[config.mk]
export PLATFORM = sky130hd
export DESIGN_NAME = pitch_peak_step_detector_unit
export DESIGN_NICKNAME = d
export VERILOG_FILES = /design/src/sv/ppsd_pkg.sv /design/src/sv/pitch_peak_step_detector_unit.sv /design/src/sv/ppsd_fifo.sv /design/src/sv/ppsd_front.sv /design/src/sv/ppsd_back.sv
export SDC_FILE = /design/constraint.sdc
export NUM_CORES = 2
export LEC_CHECK = 0
export ABC_AREA = 1
export BUFFER_PORTS_ARGS = -buffer_cell sky130_fd_sc_hd__buf_2
export CAP_MARGIN = 20
export CORE_AREA = 4 4 337 339
export DETAILED_ROUTE_END_ITERATION = 12
export DIE_AREA = 0 0 341 343
export PLACE_DENSITY = 0.52
export SLEW_MARGIN = 10
export SYNTH_ARGS = -nofsm -noshare
export SYNTH_HDL_FRONTEND = slang
export SYNTH_SLANG_ARGS = --single-unit
[constraint.sdc]
create_clock -name clk -period 8 [get_ports clk]
set_clock_uncertainty 0.05 [all_clocks]
set_input_delay 0.8 -clock clk [delete_from_list [all_inputs] [get_ports clk]]
set_output_delay 0.8 -clock clk [all_outputs]
set_load 0.05 [all_outputs]
[src/sv/ppsd_pkg.sv]
// Shared widths, codes, reset values and word types of the pitch step detector.
package ppsd_pkg;

	localparam int PITCH_W     = 17;
	localparam int TIME_W      = 40;
	localparam int COUNT_W     = 32;
	localparam int TREND_W     = 2;
	localparam int INTERVAL_W  = 16;
	localparam int DEADBAND_W  = 15;
	localparam int CFG_DATA_W  = 16;
	localparam int CFG_INDEX_W = 1;

	localparam int PITCH_LIMIT = 46080;

	localparam int WINDOW_DEFAULT    = 10;
	localparam int MID_DEPTH_DEFAULT = 4;
	localparam int OUT_DEPTH_DEFAULT = 4;

	localparam logic [CFG_INDEX_W-1:0] REG_MIN_INTERVAL = 1'b0;
	localparam logic [CFG_INDEX_W-1:0] REG_DEADBAND     = 1'b1;

	localparam logic [INTERVAL_W-1:0] INTERVAL_RESET = 16'd300;
	localparam logic [DEADBAND_W-1:0] DEADBAND_RESET = 15'd26;

	localparam logic [TREND_W-1:0] TREND_UNKNOWN = 2'd0;
	localparam logic [TREND_W-1:0] TREND_RISING  = 2'd1;
	localparam logic [TREND_W-1:0] TREND_FALLING = 2'd2;

	typedef struct packed {
		logic [INTERVAL_W-1:0] min_interval;
		logic [DEADBAND_W-1:0] deadband;
	} cfg_t;

	typedef struct packed {
		logic               step_detected;
		logic [COUNT_W-1:0] total_steps;
		logic [TREND_W-1:0] trend;
	} result_t;

endpackage

[src/sv/pitch_peak_step_detector_unit.sv]
// Top level of the pitch step detector: config registers, front, mid queue, back, result queue.
//
//  channel   dir  handshake            fields
//  -------   ---  -------------------  -------------------------------------------
//  sample    in   push / full          pitch_sample (s17, Q8.8), time_ms (u40)
//  result    out  empty / pop          step_detected, total_steps (u32), trend (u2)
//  config    in   cfg_we (no wait)     cfg_index, cfg_data
//
// One word per clock in both directions while the reader keeps popping. An accepted
// sample word passes these steps in order: front writes the mid queue, the back pops
// it through the multiply into s1, and trend and step logic push the result.
// Reset clears the window, sum, trend, step count and both queues at once.
// full rises only when the mid queue fills; the back issues a word only while the
// result queue has room for it, so a stalled reader backs up through both queues.
module pitch_peak_step_detector_unit #(
	parameter int WINDOW    = ppsd_pkg::WINDOW_DEFAULT,
	parameter int MID_DEPTH = ppsd_pkg::MID_DEPTH_DEFAULT,
	parameter int OUT_DEPTH = ppsd_pkg::OUT_DEPTH_DEFAULT
) (
	input  logic                                   clk,
	input  logic                                   arst_n,
	// sample side
	input  logic                                   push,
	output logic                                   full,
	input  logic signed [ppsd_pkg::PITCH_W-1:0]    pitch_sample,
	input  logic [ppsd_pkg::TIME_W-1:0]            time_ms,
	// result side
	output logic                                   empty,
	input  logic                                   pop,
	output logic                                   step_detected,
	output logic [ppsd_pkg::COUNT_W-1:0]           total_steps,
	output logic [ppsd_pkg::TREND_W-1:0]           trend,
	// configuration
	input  logic                                   cfg_we,
	input  logic [ppsd_pkg::CFG_INDEX_W-1:0]       cfg_index,
	input  logic [ppsd_pkg::CFG_DATA_W-1:0]        cfg_data
);

	// signed window sum must hold WINDOW clamped samples of either sign
	localparam int SUM_W  = $clog2(WINDOW*ppsd_pkg::PITCH_LIMIT+1) + 1;
	localparam int MID_W  = SUM_W + ppsd_pkg::TIME_W;
	localparam int RES_W  = $bits(ppsd_pkg::result_t);
	localparam int OCNT_W = $clog2(OUT_DEPTH+1);

	ppsd_pkg::cfg_t cfg_q;

	// front -> mid queue
	logic                          mid_push, mid_full;
	logic signed [SUM_W-1:0]       f_sum;
	logic [ppsd_pkg::TIME_W-1:0]   f_time;
	// mid queue -> back
	logic                          mid_pop, mid_empty;
	logic [MID_W-1:0]              mid_rd;
	// back -> result queue
	logic                          out_push;
	ppsd_pkg::result_t             out_word, res_head;
	logic [OCNT_W-1:0]             out_count;

	// config write: taken at once, no back-pressure
	always_ff @(posedge clk or negedge arst_n) begin
		if (!arst_n) begin
			cfg_q.min_interval <= ppsd_pkg::INTERVAL_RESET;
			cfg_q.deadband     <= ppsd_pkg::DEADBAND_RESET;
		end else if (cfg_we) begin
			case (cfg_index)
				ppsd_pkg::REG_MIN_INTERVAL: begin
					cfg_q.min_interval <= cfg_data[ppsd_pkg::INTERVAL_W-1:0];
				end
				ppsd_pkg::REG_DEADBAND: begin
					cfg_q.deadband <= cfg_data[ppsd_pkg::DEADBAND_W-1:0];
				end
				default: begin
				end
			endcase
		end
	end

	ppsd_front #(
		.WINDOW (WINDOW),
		.SUM_W  (SUM_W)
	) u_front (
		.clk          (clk),
		.arst_n       (arst_n),
		.push         (push),
		.full         (full),
		.pitch_sample (pitch_sample),
		.time_ms      (time_ms),
		.mid_full     (mid_full),
		.mid_push     (mid_push),
		.mid_sum      (f_sum),
		.mid_time     (f_time)
	);

	// decoupling queue: new window sum and timestamp per word
	ppsd_fifo #(
		.WIDTH (MID_W),
		.DEPTH (MID_DEPTH)
	) u_mid_fifo (
		.clk     (clk),
		.arst_n  (arst_n),
		.wr_en   (mid_push),
		.wr_data ({f_sum, f_time}),
		.full    (mid_full),
		.rd_en   (mid_pop),
		.rd_data (mid_rd),
		.empty   (mid_empty),
		.count   ()
	);

	ppsd_back #(
		.WINDOW    (WINDOW),
		.SUM_W     (SUM_W),
		.OUT_DEPTH (OUT_DEPTH)
	) u_back (
		.clk       (clk),
		.arst_n    (arst_n),
		.cfg       (cfg_q),
		.mid_empty (mid_empty),
		.mid_sum   ($signed(mid_rd[MID_W-1 -: SUM_W])),
		.mid_time  (mid_rd[ppsd_pkg::TIME_W-1:0]),
		.mid_pop   (mid_pop),
		.out_count (out_count),
		.out_push  (out_push),
		.out_word  (out_word)
	);

	// result queue; head word drives the result ports
	ppsd_fifo #(
		.WIDTH (RES_W),
		.DEPTH (OUT_DEPTH)
	) u_out_fifo (
		.clk     (clk),
		.arst_n  (arst_n),
		.wr_en   (out_push),
		.wr_data (out_word),
		.full    (),
		.rd_en   (pop),
		.rd_data (res_head),
		.empty   (empty),
		.count   (out_count)
	);

	assign step_detected = res_head.step_detected;
	assign total_steps   = res_head.total_steps;
	assign trend         = res_head.trend;

endmodule

[src/sv/ppsd_fifo.sv]
// Small register FIFO used between the front and back parts and on the result side.
module ppsd_fifo #(
	parameter int WIDTH = 8,
	parameter int DEPTH = ppsd_pkg::MID_DEPTH_DEFAULT
) (
	input  logic                         clk,
	input  logic                         arst_n,
	input  logic                         wr_en,
	input  logic [WIDTH-1:0]             wr_data,
	output logic                         full,
	input  logic                         rd_en,
	output logic [WIDTH-1:0]             rd_data,
	output logic                         empty,
	output logic [$clog2(DEPTH+1)-1:0]   count
);

	localparam int PTR_W = (DEPTH > 1) ? $clog2(DEPTH) : 1;
	localparam int CNT_W = $clog2(DEPTH+1);

	logic [WIDTH-1:0] store_q [DEPTH];
	logic [PTR_W-1:0] wr_ptr_q, rd_ptr_q;
	logic [CNT_W-1:0] count_q;
	logic             do_wr, do_rd;

	assign full    = (count_q == CNT_W'(DEPTH));
	assign empty   = (count_q == '0);
	assign count   = count_q;
	assign rd_data = store_q[rd_ptr_q];
	assign do_wr   = wr_en & ~full;
	assign do_rd   = rd_en & ~empty;

	function automatic logic [PTR_W-1:0] ptr_inc(input logic [PTR_W-1:0] p);
		logic [PTR_W-1:0] r;
		if (p == PTR_W'(DEPTH-1)) begin
			r = '0;
		end else begin
			r = p + 1'b1;
		end
		return r;
	endfunction

	always_ff @(posedge clk) begin
		if (do_wr) begin
			store_q[wr_ptr_q] <= wr_data;
		end
	end

	always_ff @(posedge clk or negedge arst_n) begin
		if (!arst_n) begin
			wr_ptr_q <= '0;
			rd_ptr_q <= '0;
			count_q  <= '0;
		end else begin
			if (do_wr) begin
				wr_ptr_q <= ptr_inc(wr_ptr_q);
			end
			if (do_rd) begin
				rd_ptr_q <= ptr_inc(rd_ptr_q);
			end
			if (do_wr && !do_rd) begin
				count_q <= count_q + 1'b1;
			end else if (do_rd && !do_wr) begin
				count_q <= count_q - 1'b1;
			end
		end
	end

endmodule

[src/sv/ppsd_front.sv]
// Front part: clamps the sample, shifts the window and keeps the running sum.
module ppsd_front #(
	parameter int WINDOW = ppsd_pkg::WINDOW_DEFAULT,
	parameter int SUM_W  = 24
) (
	input  logic                                clk,
	input  logic                                arst_n,
	input  logic                                push,
	output logic                                full,
	input  logic signed [ppsd_pkg::PITCH_W-1:0] pitch_sample,
	input  logic [ppsd_pkg::TIME_W-1:0]         time_ms,
	input  logic                                mid_full,
	output logic                                mid_push,
	output logic signed [SUM_W-1:0]             mid_sum,
	output logic [ppsd_pkg::TIME_W-1:0]         mid_time
);

	localparam int PW = ppsd_pkg::PITCH_W;
	localparam logic signed [PW-1:0] LIM_POS = PW'(ppsd_pkg::PITCH_LIMIT);
	localparam logic signed [PW-1:0] LIM_NEG = -LIM_POS;

	logic signed [PW-1:0]    window_q [WINDOW];
	logic signed [SUM_W-1:0] sum_q, sum_next;
	logic signed [PW-1:0]    pitch_sat;
	logic                    accept;

	assign accept = push & ~mid_full;
	assign full   = mid_full;

	always_comb begin
		if (pitch_sample > LIM_POS) begin
			pitch_sat = LIM_POS;
		end else if (pitch_sample < LIM_NEG) begin
			pitch_sat = LIM_NEG;
		end else begin
			pitch_sat = pitch_sample;
		end
		// oldest sample drops out at the tail of the shift line
		sum_next = sum_q - SUM_W'(window_q[WINDOW-1]) + SUM_W'(pitch_sat);
	end

	assign mid_push = accept;
	assign mid_sum  = sum_next;
	assign mid_time = time_ms;

	always_ff @(posedge clk or negedge arst_n) begin
		if (!arst_n) begin
			sum_q <= '0;
			for (int i = 0; i < WINDOW; i++) begin
				window_q[i] <= '0;
			end
		end else if (accept) begin
			sum_q       <= sum_next;
			window_q[0] <= pitch_sat;
			for (int i = 1; i < WINDOW; i++) begin
				window_q[i] <= window_q[i-1];
			end
		end
	end

endmodule

[src/sv/ppsd_back.sv]
// Back part: average by reciprocal multiply, trend tracking and step counting.
module ppsd_back #(
	parameter int WINDOW    = ppsd_pkg::WINDOW_DEFAULT,
	parameter int SUM_W     = 24,
	parameter int OUT_DEPTH = ppsd_pkg::OUT_DEPTH_DEFAULT
) (
	input  logic                               clk,
	input  logic                               arst_n,
	input  ppsd_pkg::cfg_t                     cfg,
	input  logic                               mid_empty,
	input  logic signed [SUM_W-1:0]            mid_sum,
	input  logic [ppsd_pkg::TIME_W-1:0]        mid_time,
	output logic                               mid_pop,
	input  logic [$clog2(OUT_DEPTH+1)-1:0]     out_count,
	output logic                               out_push,
	output ppsd_pkg::result_t                  out_word
);

	localparam int PW      = ppsd_pkg::PITCH_W;
	localparam int TW      = ppsd_pkg::TIME_W;
	localparam int CW      = ppsd_pkg::COUNT_W;
	localparam int CNT_W   = $clog2(OUT_DEPTH+1);
	localparam int SUM_MAX = WINDOW * ppsd_pkg::PITCH_LIMIT;
	localparam int U_W     = $clog2(2*SUM_MAX+1);
	localparam int SH      = $clog2(2*SUM_MAX*WINDOW+1);
	localparam int RECIP   = ((2**SH) + WINDOW - 1) / WINDOW;
	localparam int M_W     = SH + 1;
	localparam int P_W     = U_W + M_W;
	localparam int Q_W     = $clog2(2*ppsd_pkg::PITCH_LIMIT+1);
	localparam int CMP_W   = PW + 2;

	// s1: average and timestamp
	logic                       v_s1;
	logic signed [PW-1:0]       avg_s1;
	logic [TW-1:0]              time_s1;

	// carried state
	logic signed [PW-1:0]              prev_avg_q;
	logic [ppsd_pkg::TREND_W-1:0]      trend_q;
	logic [TW-1:0]                     last_step_q;
	logic [CW-1:0]                     count_q;

	logic                       issue;
	logic signed [SUM_W:0]      u_wide;
	logic [U_W-1:0]             u;
	logic [P_W-1:0]             prod;
	logic [Q_W-1:0]             q;
	logic signed [Q_W:0]        avg_wide;

	logic signed [CMP_W-1:0]           avg_x, prev_x, db_x;
	logic                              rise, fall, elapsed_ok, step;
	logic [ppsd_pkg::TREND_W-1:0]      trend_new;
	logic [CW-1:0]                     count_new;

	// room in the result FIFO for the word in s1 plus the new one
	assign issue   = ~mid_empty && (({1'b0, out_count} + (CNT_W+1)'(v_s1)) <
		(CNT_W+1)'(OUT_DEPTH));
	assign mid_pop = issue;

	// floor(sum / WINDOW) = floor((sum + offset) / WINDOW) - PITCH_LIMIT
	always_comb begin
		u_wide   = (SUM_W+1)'(mid_sum) + (SUM_W+1)'(SUM_MAX);
		u        = u_wide[U_W-1:0];
		prod     = P_W'(u) * P_W'(RECIP);
		q        = prod[SH +: Q_W];
		avg_wide = $signed({1'b0, q}) - $signed((Q_W+1)'(ppsd_pkg::PITCH_LIMIT));
	end

	always_ff @(posedge clk or negedge arst_n) begin
		if (!arst_n) begin
			v_s1 <= 1'b0;
		end else begin
			v_s1 <= issue;
		end
	end

	always_ff @(posedge clk) begin
		if (issue) begin
			avg_s1  <= avg_wide[PW-1:0];
			time_s1 <= mid_time;
		end
	end

	always_comb begin
		avg_x      = CMP_W'(avg_s1);
		prev_x     = CMP_W'(prev_avg_q);
		db_x       = $signed({{(CMP_W-ppsd_pkg::DEADBAND_W){1'b0}}, cfg.deadband});
		rise       = avg_x > (prev_x + db_x);
		fall       = avg_x < (prev_x - db_x);
		if (rise) begin
			trend_new = ppsd_pkg::TREND_RISING;
		end else if (fall) begin
			trend_new = ppsd_pkg::TREND_FALLING;
		end else begin
			trend_new = trend_q;
		end
		// a timestamp behind the last step never passes
		elapsed_ok = {1'b0, time_s1} >
			({1'b0, last_step_q} + (TW+1)'(cfg.min_interval));
		step       = (trend_new != trend_q) && elapsed_ok;
		if (step && (count_q != '1)) begin
			count_new = count_q + 1'b1;
		end else begin
			count_new = count_q;
		end
	end

	assign out_push               = v_s1;
	assign out_word.step_detected = step;
	assign out_word.total_steps   = count_new;
	assign out_word.trend         = trend_new;

	always_ff @(posedge clk or negedge arst_n) begin
		if (!arst_n) begin
			prev_avg_q  <= '0;
			trend_q     <= ppsd_pkg::TREND_UNKNOWN;
			last_step_q <= '0;
			count_q     <= '0;
		end else if (v_s1) begin
			prev_avg_q <= avg_s1;
			trend_q    <= trend_new;
			count_q    <= count_new;
			if (step) begin
				last_step_q <= time_s1;
			end
		end
	end

endmodule

==> results.json <==
{
  "dieArea_um2": 117000,
  "worstSetupEndpointType": "register",
  "grt_busiest_layer": "met2",
  "clock_sinks": 764,
  "htreeDepth": 3,
  "drt-wirelength-per-cell_um": 17.2,
  "ys_types": 60,
  "ys_seq_elements": 764,
  "min_period_ns": 7.49,
  "dp_worst_setup_slack_ns": 0.366,
  "grt_max_degree": 132,
  "worst_slew_margin_rel": 0.329,
  "synth_top_area_frac": 0.299,
  "path_clk_slew_ns": 0.06,
  "critPathLaunch": "u_mid_fifo.rd_ptr_q[0]",
  "setup_ws_ns": 0.510,
  "cts_root_buf": "clkbuf_16",
  "num_vias": 30628,
  "antenna_left": 0,
  "r2r_start": "u_mid_fifo.rd_ptr_q[0]",
  "final_cells": 6258,
  "post_cts_resized": 0,
  "core.rowCount": 122,
  "drtPass1Iterations": 7,
  "syn-num-nets": 5153,
  "final_common_cell": "nand2_1",
  "worstPathRequired_ns": 8.36,
  "postCtsHoldBufs": 0,
  "grt_overflow": 0,
  "finalHoldViolations": 0,
  "criticalPathCategory": "register to register",
  "cts_tree": "yes",
  "wl_mm": 108,
  "synth_area_per_cell_um2": 9.62,
  "finalSetupViolCount": 0,
  "startpoint_type": "register",
  "multi_input_area_um2": 20000,
  "synth_area_um2": 43800,
  "cp.arrival_ns": 7.85,
  "synth_area_leaders": "edfxtp_1 (30%), dfrtp_1 (18%), ha_1 (10%)",
  "met2_usage": 0.310,
  "met1_usage": 0.257,
  "die_w_um": 341,
  "via_per_inst": 4.89,
  "area_growth_pct": 12.4,
  "start_util": 0.397,
  "timing.critical_path.fanout_max": 8,
  "post-cts-setup-buffers": 0,
  "tightestPinTransition_ns": 0.996,
  "ios": 116,
  "clockBufferDepth": 3,
  "synth_ff_type": "edfxtp_1",
  "gp_congestion": 0.893,
  "port_buffers": 115,
  "status": "complete, no violations",
  "synth_top_cell_by_area": "edfxtp_1",
  "drive_gt1_frac": 0.0808,
  "track_usage": 0.186,
  "ys_seq_area_frac": 0.486,
  "fin_tns_setup_ns": 0,
  "fmax_ghz": 0.134,
  "cp_common_cell": "nand2_1",
  "hpwlAfterDp_mm": 77.9,
  "design.core.area_um2": 110000,
  "drv_cap": 0,
  "cp_slowest_stage_delay_ns": 0.53,
  "final_cell_mix": "nand2_1 (1167), inv_1 (540), edfxtp_1 (437)",
  "clk_latency_ns": 0.66,
  "maxSlewViolCount": 0,
  "rsz0062_at_grt": "false",
  "fill_cells": 10706,
  "async_reset_ff_frac": 0.428,
  "finalCritPeriodShare": 0.936,
  "die_h_um": 343,
  "yosysWarnings": 0,
  "synthCells": 4555,
  "dr.first_iter.drc_count": 2105,
  "drc": 0,
  "antenna_found_initial": 10,
  "synth_edf_count": 437,
  "final_nets": 5292,
  "cts_inserted_buffers": 86,
  "met3_usage": 0.0245,
  "regArea_um2": 21300,
  "hold_path_class": "primary input to asynchronous set/reset pin",
  "grt_pass1_vias": 30571,
  "critical_path.slowest_cell": "fa_1",
  "grt_pass1_wl_mm": 172,
  "dp.cells": 6094
}
cell type report:
| cell class | instances | area share |
|---|---|---|
| Antenna cell | 5 | 0.000254 |
| Clock buffer | 126 | 0.0488 |
| Clock inverter | 33 | 0.00830 |
| Inverter | 548 | 0.0419 |
| Multi-Input combinational cell | 3096 | 0.405 |
| Sequential cell | 764 | 0.433 |
| Tap cell | 1488 | 0.0378 |
| Timing Repair Buffer | 198 | 0.0250 |
cells in the mapped netlist, types with 3 or more instances:
library cell and number:
a211oi_1 5, o21ai_0 352, nand4_1 59, a21o_1 8
nand2_2 4, clkbuf_1 113, dfstp_2 7, a21boi_0 5
inv_2 5, o22ai_1 84, nor3_1 54, xnor2_1 30
nand3_1 72, ha_1 356, buf_2 14, dfrtp_1 320
buf_4 6, edfxtp_1 437, inv_1 541, and2_1 3
nand3b_1 3, xor2_1 117, o21a_1 12, nor2_2 3
nor3_2 3, a31oi_1 15, nand3_2 4, buf_6 7
fa_1 163, nor4_1 25, o211ai_1 5, o21bai_1 13
a21oi_1 136, buf_1 7, o21ai_1 26, nand2_1 1169
nor2_1 343
final timing paths:
| path | cells past startpoint | end | slack, ns |
|---|---|---|---|
| worst max-delay path | 35 | u_back.avg_s1[16] | 0.51 |
| worst min-delay path | 1 | u_front.window_q[85] | 0.1 |
| worst max register to register | 35 | u_back.avg_s1[16] | 0.51 |
| worst min register to register | 2 | u_front.window_q[53] | 0.42 |
| max in group asynchronous | 2 | u_back.out_push | 6.50 |
| min in group clk | 1 | u_mid_fifo.store_q[2][13] | 0.31 |
registers in the layout, summed over array words and instances, names as in the netlist, 2 cells and up:
signal and flops:
cfg_q 31, u_back.avg_s1 17, u_back.count_q 32, u_back.last_step_q 40, u_back.prev_avg_q 17, u_back.time_s1 40
u_back.trend_q 2, u_front.sum_q 20, u_front.window_q 170, u_mid_fifo.count 3, u_mid_fifo.rd_ptr_q 2, u_mid_fifo.store_q 240
u_mid_fifo.wr_ptr_q 2, u_out_fifo.count 3, u_out_fifo.rd_ptr_q 2, u_out_fifo.store_q 140, u_out_fifo.wr_ptr_q 2
layer usage:
| layer | vias to the layer above | part of all wire |
|---|---|---|
| met5 | - | 0 |
| met4 | 0 | 0.024 |
| met3 | 144 | 0.043 |
| met2 | 504 | 0.47 |
| met1 | 14632 | 0.46 |
| li1 | 15348 | - |
through the flow:
stage                      util  hold slack (ns)  area [µm²]
final                     0.446           0.0993       49300
after global routing      0.446            0.126       49300
after CTS                 0.446            0.100       49200
after detailed placement  0.420            0.408       46400
after global placement    0.420            0.403       46400
after floorplan               -            0.392       43800
cells by family (layout without fill, tap and decap cells):
logic type / Yosys count / after routing / synth area share
compound gates: 676 / 676 / 0.0843
xor+xnor: 148 / 148 / 0.0297
fa+ha+maj: 519 / 519 / 0.176
buf+inv: 695 / 905 / 0.0616
flops: 764 / 764 / 0.486
mux: 2 / 2 / 0.000514
other cells: 0 / 5 / 0
simple gates: 1751 / 1751 / 0.162
critical path: cells and delay by family (launching register included):
family / cells / cell delay [ns]
and+or+nand+nor: 12 / 0.91
DFF: 1 / 0.52
AOI/OAI and AO/OA: 5 / 1.01
buffers and inverters: 8 / 0.76
adders and majority gates: 10 / 3.99
Power is left out: the tool's default activity adds up to more than one toggle a clock period on the data nets, which glitch-free logic cannot reach.
